$ cat config.mk
export PLATFORM = sky130hd
export DESIGN_NAME = x86_16bit_instruction_decoder_core
export DESIGN_NICKNAME = d
export VERILOG_FILES = /design/src/hw/rtl/x86dec_pkg.sv /design/src/hw/rtl/x86dec_modrm.sv /design/src/hw/rtl/x86_16bit_instruction_decoder_core.sv
export VERILOG_INCLUDE_DIRS = /design/src /design/src/hw/rtl
export SDC_FILE = /design/constraint.sdc
export NUM_CORES = 1
export LEC_CHECK = 0
export BUFFER_PORTS_ARGS = -buffer_cell sky130_fd_sc_hd__buf_2
export CORE_MARGIN = 10
export CORE_UTILIZATION = 55
export CTS_BUF_LIST = sky130_fd_sc_hd__clkbuf_16
export DETAILED_ROUTE_END_ITERATION = 10
export GPL_ROUTABILITY_DRIVEN = 0
export GPL_TIMING_DRIVEN = 0
export HOLD_SLACK_MARGIN = 0.08
export PLACE_DENSITY = 0.75
export SLEW_MARGIN = 10
export SYNTH_ARGS = -nofsm -noshare
export SYNTH_HDL_FRONTEND = slang
export SYNTH_SLANG_ARGS = --single-unit
$ cat constraint.sdc
create_clock -name clock -period 7.55 [get_ports clock]
set_clock_uncertainty 0.1 [all_clocks]
set_input_delay 0 -clock clock [delete_from_list [all_inputs] [get_ports clock]]
set_output_delay 0 -clock clock [all_outputs]
set_load 0.02 [all_outputs]
$ cat src/hw/rtl/x86_16bit_instruction_decoder_core_assert.svh
// ----------------------------------------------------------------------------
// x86 decoder assertion macros
// Concurrent assertion wrappers used by the decoder core rtl; compiled out
// when ASSERT_OFF is set.
// ----------------------------------------------------------------------------
`ifndef X86_16BIT_INSTRUCTION_DECODER_CORE_ASSERT_SVH
`define X86_16BIT_INSTRUCTION_DECODER_CORE_ASSERT_SVH

`ifndef ASSERT_OFF

// property checked on every rising clock edge outside reset
`define X86DEC_ASSERT(lbl, clk, rst, prop) \
   lbl: assert property (@(posedge clk) disable iff (rst) (prop)) \
      else $error("x86 decoder assertion failed");

// property checked on every rising clock edge, reset included
`define X86DEC_ASSERT_ALWAYS(lbl, clk, prop) \
   lbl: assert property (@(posedge clk) (prop)) \
      else $error("x86 decoder assertion failed");

`else

`define X86DEC_ASSERT(lbl, clk, rst, prop)

`define X86DEC_ASSERT_ALWAYS(lbl, clk, prop)

`endif

`endif

$ cat src/hw/rtl/x86dec_pkg.sv
// ----------------------------------------------------------------------------
// x86dec_pkg
// Shared constants, opcode patterns and types of the 16-bit x86 decoder.
// ----------------------------------------------------------------------------
`timescale 1ns / 1ps

package x86dec_pkg;

   localparam int WINDOW_W = 48;

   // operand kinds
   localparam logic [2:0] KIND_NONE = 3'd0;
   localparam logic [2:0] KIND_REG  = 3'd1;
   localparam logic [2:0] KIND_MEM  = 3'd2;
   localparam logic [2:0] KIND_IMM  = 3'd3;
   localparam logic [2:0] KIND_REL  = 3'd4;

   // operation codes
   localparam logic [4:0] OP_MOV      = 5'd0;
   localparam logic [4:0] OP_ADD      = 5'd1;
   localparam logic [4:0] OP_SUB      = 5'd2;
   localparam logic [4:0] OP_CMP      = 5'd3;
   localparam logic [4:0] OP_JCC_BASE = 5'd4;
   localparam logic [4:0] OP_LOOP     = 5'd20;
   localparam logic [4:0] OP_LOOPZ    = 5'd21;
   localparam logic [4:0] OP_LOOPNZ   = 5'd22;
   localparam logic [4:0] OP_JCXZ     = 5'd23;

   // selector for a direct 16-bit address
   localparam logic [3:0] SEL_DIRECT = 4'd8;
   localparam logic [3:0] SEL_ACC    = 4'd0;

   // displacement sizes
   localparam logic [1:0] DSIZE_NONE = 2'd0;
   localparam logic [1:0] DSIZE_8    = 2'd1;
   localparam logic [1:0] DSIZE_16   = 2'd2;

   // modrm mode field
   localparam logic [1:0] MOD_NODISP = 2'b00;
   localparam logic [1:0] MOD_DISP8  = 2'b01;
   localparam logic [1:0] MOD_DISP16 = 2'b10;
   localparam logic [1:0] MOD_REG    = 2'b11;
   localparam logic [2:0] RM_DIRECT  = 3'b110;

   // first byte patterns
   localparam logic [5:0] PAT_RM_MOV     = 6'b100010;
   localparam logic [5:0] PAT_RM_ADD     = 6'b000000;
   localparam logic [5:0] PAT_RM_SUB     = 6'b001010;
   localparam logic [5:0] PAT_RM_CMP     = 6'b001110;
   localparam logic [6:0] PAT_IMM_MOV    = 7'b1100011;
   localparam logic [5:0] PAT_IMM_GRP    = 6'b100000;
   localparam logic [3:0] PAT_MOV_REG    = 4'b1011;
   localparam logic [6:0] PAT_MOV_ACC_LD = 7'b1010000;
   localparam logic [6:0] PAT_MOV_ACC_ST = 7'b1010001;
   localparam logic [6:0] PAT_ACC_ADD    = 7'b0000010;
   localparam logic [6:0] PAT_ACC_SUB    = 7'b0010110;
   localparam logic [6:0] PAT_ACC_CMP    = 7'b0011110;
   localparam logic [3:0] PAT_JCC        = 4'b0111;
   localparam logic [5:0] PAT_LOOP       = 6'b111000;
   localparam logic [7:0] OPC_LOOP       = 8'hE2;
   localparam logic [7:0] OPC_LOOPZ      = 8'hE1;
   localparam logic [7:0] OPC_LOOPNZ     = 8'hE0;

   // reg field of the immediate group
   localparam logic [2:0] GRP_ADD = 3'd0;
   localparam logic [2:0] GRP_SUB = 3'd5;
   localparam logic [2:0] GRP_CMP = 3'd7;

   typedef struct packed {
      logic [2:0]  kind;
      logic [3:0]  sel;
      logic [2:0]  reg_code;
      logic [1:0]  disp_size;
      logic [15:0] disp_value;
   } modrm_info_type;

   function automatic logic [15:0] sext8(input logic [7:0] value);
      return {{8{value[7]}}, value};
   endfunction

endpackage

$ cat src/hw/rtl/x86dec_modrm.sv
// ----------------------------------------------------------------------------
// x86dec_modrm
// Decodes the ModRM byte and the displacement bytes that follow it into
// an operand kind, a selector and a sign-extended displacement.
// ----------------------------------------------------------------------------
`timescale 1ns / 1ps

module x86dec_modrm (
   input  logic [7:0]                 modrm_byte,
   input  logic [7:0]                 disp_lo,
   input  logic [7:0]                 disp_hi,
   output x86dec_pkg::modrm_info_type info
);
   import x86dec_pkg::*;

   logic [1:0] mode;
   logic [2:0] rm;

   assign mode = modrm_byte[7:6];
   assign rm   = modrm_byte[2:0];

   always_comb begin
      info            = '0;
      info.reg_code   = modrm_byte[5:3];
      unique case (mode)
         MOD_REG: begin
            info.kind = KIND_REG;
            info.sel  = {1'b0, rm};
         end
         MOD_NODISP: begin
            info.kind = KIND_MEM;
            if (rm == RM_DIRECT) begin
               // direct address takes the place of the displacement
               info.sel        = SEL_DIRECT;
               info.disp_size  = DSIZE_16;
               info.disp_value = {disp_hi, disp_lo};
            end else begin
               info.sel = {1'b0, rm};
            end
         end
         MOD_DISP8: begin
            info.kind       = KIND_MEM;
            info.sel        = {1'b0, rm};
            info.disp_size  = DSIZE_8;
            info.disp_value = sext8(disp_lo);
         end
         MOD_DISP16: begin
            info.kind       = KIND_MEM;
            info.sel        = {1'b0, rm};
            info.disp_size  = DSIZE_16;
            info.disp_value = {disp_hi, disp_lo};
         end
      endcase
   end

endmodule

$ cat src/hw/rtl/x86_16bit_instruction_decoder_core.sv
// ----------------------------------------------------------------------------
// x86_16bit_instruction_decoder_core
// Stateless decoder for mov, add, sub, cmp, conditional jumps and loops.
// ----------------------------------------------------------------------------
// The block takes one six-byte window per clock and returns one decoded
// item per window, in order. An item passes through these stages in turn:
// the first stage matches the opcode byte against the supported formats,
// the second decodes the ModRM byte, displacement and length, and the
// third picks the immediate or jump offset into the output register.
// Every stage holds its item while the stage behind it is full, so a
// stall on the result side fills the pipe and then stops intake, and one
// item per clock is sustained whenever results are taken every clock.
`timescale 1ns / 1ps

`include "x86_16bit_instruction_decoder_core_assert.svh"

module x86_16bit_instruction_decoder_core (
   input  logic                                clock,
   input  logic                                reset,
   input  logic                                req_valid,
   output logic                                req_ready,
   input  logic [x86dec_pkg::WINDOW_W-1:0]     req_inst_window,
   output logic                                rsp_valid,
   input  logic                                rsp_ready,
   output logic                                rsp_known,
   output logic [4:0]                          rsp_operation,
   output logic [2:0]                          rsp_inst_length,
   output logic [2:0]                          rsp_dst_kind,
   output logic [3:0]                          rsp_dst_select,
   output logic [2:0]                          rsp_src_kind,
   output logic [3:0]                          rsp_src_select,
   output logic                                rsp_operand_wide,
   output logic [1:0]                          rsp_disp_size,
   output logic signed [15:0]                  rsp_disp_value,
   output logic                                rsp_imm_wide,
   output logic signed [15:0]                  rsp_imm_value
);
   import x86dec_pkg::*;

   typedef enum logic [2:0] {
      FMT_NONE,
      FMT_RM,
      FMT_IMM_RM,
      FMT_MOV_REG_IMM,
      FMT_MOV_ACC,
      FMT_ACC_IMM,
      FMT_JUMP
   } fmt_type;

   typedef enum logic [1:0] {
      IMM_NONE,
      IMM_BYTE,
      IMM_WORD,
      IMM_REL
   } imm_mode_type;

   // ---------------------------------------------------------------- control
   logic s1_valid_ff, s2_valid_ff, rsp_valid_ff;
   logic out_free, s2_free, s1_free;

   assign out_free  = !rsp_valid_ff || rsp_ready;
   assign s2_free   = !s2_valid_ff || out_free;
   assign s1_free   = !s1_valid_ff || s2_free;
   assign req_ready = s1_free;
   assign rsp_valid = rsp_valid_ff;

   always_ff @(posedge clock) begin
      if (reset) begin
         s1_valid_ff  <= 1'b0;
         s2_valid_ff  <= 1'b0;
         rsp_valid_ff <= 1'b0;
      end else begin
         if (s1_free) begin
            s1_valid_ff <= req_valid;
         end
         if (s2_free) begin
            s2_valid_ff <= s1_valid_ff;
         end
         if (out_free) begin
            rsp_valid_ff <= s2_valid_ff;
         end
      end
   end

   // ------------------------------------------------------- stage 1: classify
   logic [7:0]  opc;
   logic [2:0]  grp_reg;
   fmt_type     fmt_in;
   logic [4:0]  operation_in;
   logic        wide_in, immw_in;

   assign opc     = req_inst_window[7:0];
   assign grp_reg = req_inst_window[13:11];

   always_comb begin
      fmt_in       = FMT_NONE;
      operation_in = OP_MOV;
      wide_in      = opc[0];
      immw_in      = opc[0];
      priority if (opc[7:2] == PAT_RM_MOV || opc[7:2] == PAT_RM_ADD ||
                   opc[7:2] == PAT_RM_SUB || opc[7:2] == PAT_RM_CMP) begin
         fmt_in = FMT_RM;
         priority if (opc[7:2] == PAT_RM_MOV) operation_in = OP_MOV;
         else if (opc[7:2] == PAT_RM_ADD)     operation_in = OP_ADD;
         else if (opc[7:2] == PAT_RM_SUB)     operation_in = OP_SUB;
         else                                 operation_in = OP_CMP;
      end else if (opc[7:1] == PAT_IMM_MOV) begin
         fmt_in = FMT_IMM_RM;
      end else if (opc[7:2] == PAT_IMM_GRP &&
                   (grp_reg == GRP_ADD || grp_reg == GRP_SUB || grp_reg == GRP_CMP)) begin
         fmt_in  = FMT_IMM_RM;
         // sign-extend bit shortens the immediate to one byte
         immw_in = opc[0] && !opc[1];
         priority if (grp_reg == GRP_ADD) operation_in = OP_ADD;
         else if (grp_reg == GRP_SUB)     operation_in = OP_SUB;
         else                             operation_in = OP_CMP;
      end else if (opc[7:4] == PAT_MOV_REG) begin
         fmt_in  = FMT_MOV_REG_IMM;
         wide_in = opc[3];
         immw_in = opc[3];
      end else if (opc[7:1] == PAT_MOV_ACC_LD || opc[7:1] == PAT_MOV_ACC_ST) begin
         fmt_in  = FMT_MOV_ACC;
         immw_in = 1'b1;
      end else if (opc[7:1] == PAT_ACC_ADD || opc[7:1] == PAT_ACC_SUB ||
                   opc[7:1] == PAT_ACC_CMP) begin
         fmt_in = FMT_ACC_IMM;
         priority if (opc[7:1] == PAT_ACC_ADD) operation_in = OP_ADD;
         else if (opc[7:1] == PAT_ACC_SUB)     operation_in = OP_SUB;
         else                                  operation_in = OP_CMP;
      end else if (opc[7:4] == PAT_JCC || opc[7:2] == PAT_LOOP) begin
         fmt_in  = FMT_JUMP;
         wide_in = 1'b0;
         immw_in = 1'b0;
         priority if (opc[7:4] == PAT_JCC) operation_in = OP_JCC_BASE + {1'b0, opc[3:0]};
         else if (opc == OPC_LOOP)         operation_in = OP_LOOP;
         else if (opc == OPC_LOOPZ)        operation_in = OP_LOOPZ;
         else if (opc == OPC_LOOPNZ)       operation_in = OP_LOOPNZ;
         else                              operation_in = OP_JCXZ;
      end else begin
         wide_in = 1'b0;
         immw_in = 1'b0;
      end
   end

   logic [WINDOW_W-1:0] s1_window_ff;
   fmt_type             s1_fmt_ff;
   logic [4:0]          s1_operation_ff;
   logic                s1_wide_ff, s1_immw_ff;

   always_ff @(posedge clock) begin
      if (s1_free) begin
         s1_window_ff    <= req_inst_window;
         s1_fmt_ff       <= fmt_in;
         s1_operation_ff <= operation_in;
         s1_wide_ff      <= wide_in;
         s1_immw_ff      <= immw_in;
      end
   end

   // ----------------------------------------------- stage 2: operands, length
   modrm_info_type modrm_info;

   x86dec_modrm u_modrm (
      .modrm_byte (s1_window_ff[15:8]),
      .disp_lo    (s1_window_ff[23:16]),
      .disp_hi    (s1_window_ff[31:24]),
      .info       (modrm_info)
   );

   logic         known_in;
   logic [2:0]   length_in, immpos_in, rm_len;
   logic [2:0]   dkind_in, skind_in;
   logic [3:0]   dsel_in, ssel_in;
   logic [1:0]   dsize_in;
   logic [15:0]  dval_in;
   imm_mode_type immmode_in;
   logic [2:0]   imm_bytes;

   assign rm_len    = 3'd2 + {1'b0, modrm_info.disp_size};
   assign imm_bytes = s1_immw_ff ? 3'd2 : 3'd1;

   always_comb begin
      known_in   = 1'b1;
      length_in  = 3'd1;
      immpos_in  = 3'd1;
      dkind_in   = KIND_NONE;
      dsel_in    = '0;
      skind_in   = KIND_NONE;
      ssel_in    = '0;
      dsize_in   = DSIZE_NONE;
      dval_in    = '0;
      immmode_in = IMM_NONE;
      unique case (s1_fmt_ff)
         FMT_RM: begin
            length_in = rm_len;
            dsize_in  = modrm_info.disp_size;
            dval_in   = modrm_info.disp_value;
            // d bit: register operand is the destination
            if (s1_window_ff[1]) begin
               dkind_in = KIND_REG;
               dsel_in  = {1'b0, modrm_info.reg_code};
               skind_in = modrm_info.kind;
               ssel_in  = modrm_info.sel;
            end else begin
               dkind_in = modrm_info.kind;
               dsel_in  = modrm_info.sel;
               skind_in = KIND_REG;
               ssel_in  = {1'b0, modrm_info.reg_code};
            end
         end
         FMT_IMM_RM: begin
            immpos_in  = rm_len;
            length_in  = rm_len + imm_bytes;
            dkind_in   = modrm_info.kind;
            dsel_in    = modrm_info.sel;
            skind_in   = KIND_IMM;
            dsize_in   = modrm_info.disp_size;
            dval_in    = modrm_info.disp_value;
            immmode_in = s1_immw_ff ? IMM_WORD : IMM_BYTE;
         end
         FMT_MOV_REG_IMM: begin
            length_in  = 3'd1 + imm_bytes;
            dkind_in   = KIND_REG;
            dsel_in    = {1'b0, s1_window_ff[2:0]};
            skind_in   = KIND_IMM;
            immmode_in = s1_immw_ff ? IMM_WORD : IMM_BYTE;
         end
         FMT_MOV_ACC: begin
            length_in  = 3'd3;
            immmode_in = IMM_WORD;
            if (s1_window_ff[1]) begin
               dkind_in = KIND_IMM;
               skind_in = KIND_REG;
               ssel_in  = SEL_ACC;
            end else begin
               dkind_in = KIND_REG;
               dsel_in  = SEL_ACC;
               skind_in = KIND_IMM;
            end
         end
         FMT_ACC_IMM: begin
            length_in  = 3'd1 + imm_bytes;
            dkind_in   = KIND_REG;
            dsel_in    = SEL_ACC;
            skind_in   = KIND_IMM;
            immmode_in = s1_immw_ff ? IMM_WORD : IMM_BYTE;
         end
         FMT_JUMP: begin
            length_in  = 3'd2;
            dkind_in   = KIND_REL;
            immmode_in = IMM_REL;
         end
         FMT_NONE: begin
            known_in = 1'b0;
         end
         default: begin
            known_in = 1'b0;
         end
      endcase
   end

   logic [WINDOW_W-1:0] s2_window_ff;
   logic                s2_known_ff, s2_wide_ff;
   logic [4:0]          s2_operation_ff;
   logic [2:0]          s2_length_ff, s2_immpos_ff, s2_dkind_ff, s2_skind_ff;
   logic [3:0]          s2_dsel_ff, s2_ssel_ff;
   logic [1:0]          s2_dsize_ff;
   logic [15:0]         s2_dval_ff;
   imm_mode_type        s2_immmode_ff;

   always_ff @(posedge clock) begin
      if (s2_free) begin
         s2_window_ff    <= s1_window_ff;
         s2_known_ff     <= known_in;
         s2_operation_ff <= s1_operation_ff;
         s2_wide_ff      <= s1_wide_ff;
         s2_length_ff    <= length_in;
         s2_immpos_ff    <= immpos_in;
         s2_dkind_ff     <= dkind_in;
         s2_dsel_ff      <= dsel_in;
         s2_skind_ff     <= skind_in;
         s2_ssel_ff      <= ssel_in;
         s2_dsize_ff     <= dsize_in;
         s2_dval_ff      <= dval_in;
         s2_immmode_ff   <= immmode_in;
      end
   end

   // -------------------------------------------- stage 3: immediate, output
   logic [15:0] imm_word;
   logic [7:0]  rel_byte;
   logic [15:0] imm_value_in;

   assign imm_word = s2_window_ff[{s2_immpos_ff, 3'b000} +: 16];
   // jump offset is taken relative to the end of the two-byte instruction
   assign rel_byte = s2_window_ff[15:8] + 8'd2;

   always_comb begin
      unique case (s2_immmode_ff)
         IMM_NONE: imm_value_in = '0;
         IMM_BYTE: imm_value_in = sext8(imm_word[7:0]);
         IMM_WORD: imm_value_in = imm_word;
         IMM_REL:  imm_value_in = sext8(rel_byte);
         default:  imm_value_in = '0;
      endcase
   end

   logic        rsp_known_ff, rsp_wide_ff, rsp_immw_ff;
   logic [4:0]  rsp_operation_ff;
   logic [2:0]  rsp_length_ff, rsp_dkind_ff, rsp_skind_ff;
   logic [3:0]  rsp_dsel_ff, rsp_ssel_ff;
   logic [1:0]  rsp_dsize_ff;
   logic [15:0] rsp_dval_ff, rsp_ival_ff;

   always_ff @(posedge clock) begin
      if (out_free) begin
         rsp_known_ff     <= s2_known_ff;
         rsp_operation_ff <= s2_operation_ff;
         rsp_length_ff    <= s2_length_ff;
         rsp_dkind_ff     <= s2_dkind_ff;
         rsp_dsel_ff      <= s2_dsel_ff;
         rsp_skind_ff     <= s2_skind_ff;
         rsp_ssel_ff      <= s2_ssel_ff;
         rsp_wide_ff      <= s2_wide_ff;
         rsp_dsize_ff     <= s2_dsize_ff;
         rsp_dval_ff      <= s2_dval_ff;
         rsp_immw_ff      <= (s2_immmode_ff == IMM_WORD);
         rsp_ival_ff      <= imm_value_in;
      end
   end

   assign rsp_known        = rsp_known_ff;
   assign rsp_operation    = rsp_operation_ff;
   assign rsp_inst_length  = rsp_length_ff;
   assign rsp_dst_kind     = rsp_dkind_ff;
   assign rsp_dst_select   = rsp_dsel_ff;
   assign rsp_src_kind     = rsp_skind_ff;
   assign rsp_src_select   = rsp_ssel_ff;
   assign rsp_operand_wide = rsp_wide_ff;
   assign rsp_disp_size    = rsp_dsize_ff;
   assign rsp_disp_value   = rsp_dval_ff;
   assign rsp_imm_wide     = rsp_immw_ff;
   assign rsp_imm_value    = rsp_ival_ff;

   // ------------------------------------------------------------- assertions
   `X86DEC_ASSERT(a_unknown_is_one_byte, clock, reset,
      rsp_valid_ff && !rsp_known_ff |->
         rsp_length_ff == 3'd1 && rsp_dkind_ff == KIND_NONE && rsp_ival_ff == 16'd0)
   `X86DEC_ASSERT(a_rel_shape, clock, reset,
      rsp_valid_ff && rsp_dkind_ff == KIND_REL |->
         rsp_length_ff == 3'd2 && rsp_skind_ff == KIND_NONE && !rsp_immw_ff)
   `X86DEC_ASSERT(a_no_disp_is_zero, clock, reset,
      rsp_valid_ff && rsp_dsize_ff == DSIZE_NONE |-> rsp_dval_ff == 16'd0)
   `X86DEC_ASSERT(a_stalled_stage_holds, clock, reset,
      s2_valid_ff && !out_free |=> s2_valid_ff && $stable(s2_dval_ff) && $stable(s2_length_ff))
   `X86DEC_ASSERT(a_empty_pipe_ready, clock, reset,
      !s1_valid_ff && !s2_valid_ff && !rsp_valid_ff |-> req_ready)

endmodule

# Yosys cells after proc, flatten, opt, wreduce, memory -nomap -nowiden
# Cells that the tools add are included.
[word_totals]
regBits = 215
out_inout_bits = 61
[classes]
n_addsub = 5
muxes = 54
reduce_logical = 29
eq_ne = 31
shifts = 1
[op_table]
columns = ["cell", "n"]
rows = [
  ["case mux 16 bit (4 select lines)", 1],
  ["case mux 18 bit (3 select lines)", 1],
  ["variable part select 48 x 7 -> 16 bit", 1],
  ["2-to-1 mux 5 bit", 8],
  ["case mux 3 bit (5 select lines)", 2],
  ["2-to-1 mux 2 bit", 13],
  ["== test 8 bit, second input constant", 3],
  ["== test 7 bit, second input constant", 3],
  ["case mux 7 bit (3 select lines)", 1],
  ["== test 3 bit, second input constant", 6],
  ["== test 6 bit, second input constant", 3],
  ["2-to-1 mux 18 bit", 1],
  ["2-to-1 mux 3 bit", 6],
  ["2-to-1 mux 1 bit", 16],
  ["== test 7 x 5 -> 1 bit, second input constant", 2],
  ["== test 6 x 4 -> 1 bit, second input constant", 2],
  ["logical OR 1 bit", 12],
  ["case mux 4 bit (3 select lines)", 1],
  ["case mux 3 bit (3 select lines)", 1],
  ["adder 8 x 2 -> 8 bit, second input constant", 1],
  ["== test 2 bit, second input constant", 4],
  ["2-to-1 mux 4 bit", 2],
  ["== test 7 x 2 -> 1 bit, second input constant", 1],
  ["== test 3 x 2 -> 1 bit, second input constant", 2],
  ["19 further kinds", 27],
]

# Logic depth before layout (Yosys ltp)
[depth]
ltp_word = 12
depth_mapped = 9
depth_no_buf = 9

# Cells and area by module
# A second synthesis with hierarchy kept.
[hier_totals]
cells_unflattened = 601
hier_area_um2 = 8906.0
[by_module_without_submodules]
columns = ["mod", "instances", "area_per_inst_um2", "cells_each"]
rows = [
  ["x86_16bit_instruction_decoder_core", 1, 8558.2, 546],
  ["x86dec_modrm", 1, 347.8, 55],
]

# Worst setup path after synthesis
# No wires, ideal clock.
[synth_timing]
path_kind = "register to register"
startpoint = "reg rsp_valid_ff, in the netlist rsp_valid"
endpoint = "reg s2_dkind_ff[0] (enable)"
t_arrival_ns = 2.541
slack_ns = 4.461
path_stages_with_launch = 4
required_time_ns = 7.002
path_cell_list = "dfxtp_1 nor2b_1 and2_1 inv_1"
[synth_via]
elab_chain_len = 3
[synth_lines]
columns = ["element", "line", "rtl"]
rows = [
  ["start, declared", "x86_16bit_instruction_decoder_core.sv:58", "logic s1_valid_ff, s2_valid_ff, rsp_valid_ff;"],
  ["start signal, assigned", "x86_16bit_instruction_decoder_core.sv:80", "rsp_valid_ff <= s2_valid_ff;"],
  ["zero test 1 bit", "x86_16bit_instruction_decoder_core.sv:61", "assign out_free = !rsp_valid_ff || rsp_ready;"],
  ["logical OR 1 bit", "x86_16bit_instruction_decoder_core.sv:61", ""],
  ["logical OR 1 bit", "x86_16bit_instruction_decoder_core.sv:62", "assign s2_free = !s2_valid_ff || out_free;"],
  ["via s2_free", "x86_16bit_instruction_decoder_core.sv:59", "logic out_free, s2_free, s1_free;"],
  ["end signal, assigned", "x86_16bit_instruction_decoder_core.sv:279", "s2_dkind_ff <= dkind_in;"],
  ["end, declared", "x86_16bit_instruction_decoder_core.sv:265", "logic [2:0] s2_length_ff, s2_immpos_ff, s2_dkind_ff, s2_skind_ff;"],
]
# The timed path passes the listed nets, and every way through them passes these cells.
# A chain may end at the register's enable or synchronous reset.

# Worst setup path in the final report
[layout_timing]
startpoint = "reg s1_window_ff[15]"
endpoint = "reg s2_length_ff[1], data pin"
[layout_via]
elab_chain_len = 5
word_cells_on_any_way = 7
cone_classes = "add/sub: 2; eq/ne: 2; mux: 2; reduce/logical: 1"
[layout_lines]
columns = ["element", "line", "rtl"]
rows = [
  ["start, declared", "x86_16bit_instruction_decoder_core.sv:145", "logic [WINDOW_W-1:0] s1_window_ff;"],
  ["start signal, assigned", "x86_16bit_instruction_decoder_core.sv:152", "s1_window_ff <= req_inst_window;"],
  ["== test 2 bit, or another cell as far along", "x86dec_modrm.sv:25", "unique case (mode)"],
  ["case mux 18 bit (3 select lines) (*)", "x86dec_modrm.sv:25", ""],
  ["adder 2 x 2 -> 3 bit (*)", "x86_16bit_instruction_decoder_core.sv:179", "assign rm_len = 3'd2 + {1'b0, modrm_info.disp_size};"],
  ["adder 3 x 2 -> 3 bit", "x86_16bit_instruction_decoder_core.sv:213", "length_in = rm_len + imm_bytes;"],
  ["case mux 3 bit (5 select lines) (*)", "x86_16bit_instruction_decoder_core.sv:193", "unique case (s1_fmt_ff)"],
  ["via length_in[1]", "x86_16bit_instruction_decoder_core.sv:171", "logic [2:0] length_in, immpos_in, rm_len;"],
  ["end signal, assigned", "x86_16bit_instruction_decoder_core.sv:277", "s2_length_ff <= length_in;"],
  ["end, declared", "x86_16bit_instruction_decoder_core.sv:265", ""],
]
# Mark *: on every way through the listed nets, which the timed path passes. The rest lies on a longest branch.

==> key figures <==
Run status
  – Outcome: finished clean

Final layout
  – FILL cells: 1041
  – Register Area: about 0.0064 mm²
  – Multi-input gate area: 0.00219 mm²
  – Layout area overhead: 24.8%
  – Share of cells above drive strength 1: 24.2%
  – Final net count: 807

STA
  – Max Fclk: 342 MHz
  – Post-layout minimum cycle time: 2930 ps
  – Final hold vios: 0
  – Max-slew violation count: 0
  – Slew margin rel.: 45.0%
  – Worst slew pin tran: 824 ps
  – Final Cycle Share: 38.8%
  – RSZ-0062 raised after global routing: no
  – Final-report setup violation count: 0
  – Setup TNS: 0 ps
  – Final worst slack: 4620 ps

GRT
  – First-pass GRT wire length: a little over 30000 µm
  – GRT overflow: 0
  – Initial antenna violation count: 0
  – Number of global-route vias before repair: 5664
  – Overall Global Routing Usage: 17.5%
  – Largest net degree at the start of global routing: 73

Detailed routing
  – WL/cell: a little under 20 µm
  – WL final: a little under 20000 µm
  – Routed Antenna Nets: 0
  – Residual DRC: 0
  – Drt pass-1 iters: 8
  – Via Count: 5548
  – Mean number of vias per cell: between 5 and 6
  – Detailed Route Iter0 Violations: about 690

Setup path
  – Worst EP arrival: 3040 ps
  – CP cell instances: inv_1 -> ha_1 -> nand4b_1 -> mux2i_1 -> a21oi_1 -> fa_1 -> a21oi_1 -> o21ai_0
  – CP Class: register to register
  – Most used cell, CP: a21oi_1
  – RR Startpoint: s1_window_ff[15]
  – Slowest-stage cell, CP: mux2i_1
  – Bufs and invs on worst path: 1
  – Max incr delay on CP: 560 ps
  – Worst path top cell family by delay: adder cells
  – CP Launch Type: register
  – Worst-path fanout max: 7
  – Type of destination of the critical path: register
  – Worst path required time: 7660 ps
  – Worst setup path start: s1_window_ff[15]

Pwr
  – P per Cell Area: 254 mW/mm²
  – P_leak: 4.46 nW
  – VDD IR-drop max: 0.000194 V

Yosys
  – Post-synth top cells: edfxtp_1, nand2_1, o21ai_0
  – Largest area contributor in the netlist: edfxtp_1
  – Adder-cell share of the synthesized area: 1.52%
  – Sequential fraction of the synthesis area: between 70% and 80%
  – Post-synthesis simple-gate area fraction: 8.05%
  – Main area contributors after synthesis: edfxtp_1, mux2_2, mux4_1
  – Synthesized area: 0.00874 mm²
  – Post-synthesis xor/xnor area fraction: less than 1%
  – Largest family of logic cells by synthesized area: compound AO/OA/AOI/OAI gates
  – Post-synthesis net count: 618
  – Ys async rst share: 0%
  – Count leader, synth: edfxtp_1
  – Post-synthesis cell count: 556
  – Top cell type's share of synthesized area: 72.2%
  – FF+latch count, synth: 213
  – Most used flip-flop cell after synthesis: edfxtp_1
  – EDFF count, synth: 210
  – Syn_area_per_cell: 15.7 µm²
  – Synth warn: 0
  – Netlist cell types: 68
  – Post-synthesis compound-gate area fraction: 8.89%
  – Post-synthesis mux area share: 5.96%

Clocking
  – Clock buffer depth: 3
  – CTS H-tree depth: 1
  – Clock Latency Late Sink: 500 ps
  – Cts repair resizes: 0
  – CTS clk-pin slew, worst paths: 60 ps
  – Clock Sinks: 213
  – CTS buffer count: 22
  – CTS tree: done
  – Root Buffer: clkbuf_16

Floorplanning
  – Site Rows: 46
  – Die Ht: 146 µm
  – Die Width: about 150 µm
  – Initial Util: 55.6%
  – I/O Pins: 113
  – Core area: 0.0157 mm²
  – Die area: 0.0213 mm²

Place
  – PortBufs: 111
  – Pre-CTS setup slack: 4700 ps
  – DPL Wire Length: ~13000 µm

Min path
  – Min-delay src: req_inst_window[32]
  – Hold crit path type: primary input to register

Job
  – Max-Cap Viols: 0
-- layout by cell type (no fill, tap or decap), types with 16 or more instances in the layout --
cell | Yosys | final
o21ai_0 | 26 | 26
nor2_1 | 18 | 18
buf_2 | 8 | 119
dlygate4sd3_1 | 0 | 52
edfxtp_1 | 210 | 210
mux2_2 | 17 | 17
clkbuf_16 | 0 | 23
inv_1 | 17 | 17
a21oi_1 | 24 | 24
nand2_1 | 32 | 31
a22oi_1 | 16 | 16
-- kinds of logic after synthesis --
logic type,count (synthesis)
multiplexers,38
adder cells (fa/ha/maj),10
AO/OA/AOI/OAI,116
flip-flops,213
buffers and inverters,44
XOR/XNOR,5
other,1
AND/OR/NAND/NOR,129
-- state kept, by name (all words and copies together) (netlist names), 5 cells and up --
register         cells
rsp_disp_value      16
s2_dval_ff          16
rsp_imm_value       16
rsp_operation        5
s1_window_ff        48
s1_operation_ff      5
s2_window_ff        48
s2_operation_ff      5
-- worst register-to-register path: cells and delay by family, from the launching register on --
| kind | cells | cell delay, ps |
|---|---|---|
| adders and majority gates | 2 | 730 |
| muxes | 1 | 560 |
| DFF | 1 | 460 |
| AOI/OAI and AO/OA | 3 | 400 |
| and+or+nand+nor | 1 | 230 |
| buffers and inverters | 1 | 150 |
-- what timing repair did --
action / in CTS / in global routing
setup endpoints to repair: 0 / 0
buffers inserted: 0 / 0
hold endpoints to repair: 59 / 0
hold buffers: 52 / 0
-- worst paths after layout --
kind / to / slack, ps / cells after the start
max: s2_length_ff[1] / 4620 / 8
min: s1_window_ff[32] / 120 / 2
max reg2reg: s2_length_ff[1] / 4620 / 8
min reg2reg: s2_window_ff[38] / 310 / 0
-- metal layers --
metal | GRT usage (%) | wire length [µm]
met3 | 3.49 | 1560
met5 | 0 | 0
met1 | 20.4 | 7120
met4 | 5.41 | 525
met2 | 31.8 | 10100
-- report_power, final --
group          internal, W  leakage, nW  switching (W)  total (W)
Combinational     0.000104         1.68       0.000139   0.000243
Clock             0.000688        0.373       0.000427    0.00111
Sequential         0.00138         2.40      0.0000329    0.00141
Total              0.00217         4.46       0.000599    0.00277
-- metrics by stage --
step | util (%) | hold slack (ps) | cells | area [µm²] | power (W)
2_1_floorplan | - | -27.6 | 556 | 8740 | 0.00156
3_3_place_gp | 60.9 | 77.4 | 883 | 9560 | 0.00164
3_5_place_dp | 61.2 | 78.3 | 885 | 9620 | 0.00165
4_1_cts | 69.4 | 93.1 | 976 | 10900 | 0.00278
5_1_grt | 69.4 | 106 | 976 | 10900 | 0.00286
6_report | 69.4 | 119 | 977 | 10900 | 0.00277
-- cell type report --
| class | instances | area share [%] |
|---|---|---|
| clock buffer | 23 | 5.28 |
| tap | 216 | 2.48 |
| buffer | 26 | 1.12 |
| sequential | 213 | 58.4 |
| inverter | 18 | 0.643 |
| antenna | 1 | 0.0230 |
| clock inverter | 16 | 1.66 |
| timing repair buffer | 165 | 10.3 |
| multi-input combinational | 299 | 20.1 |
Power figures use the tool's default switching activity.
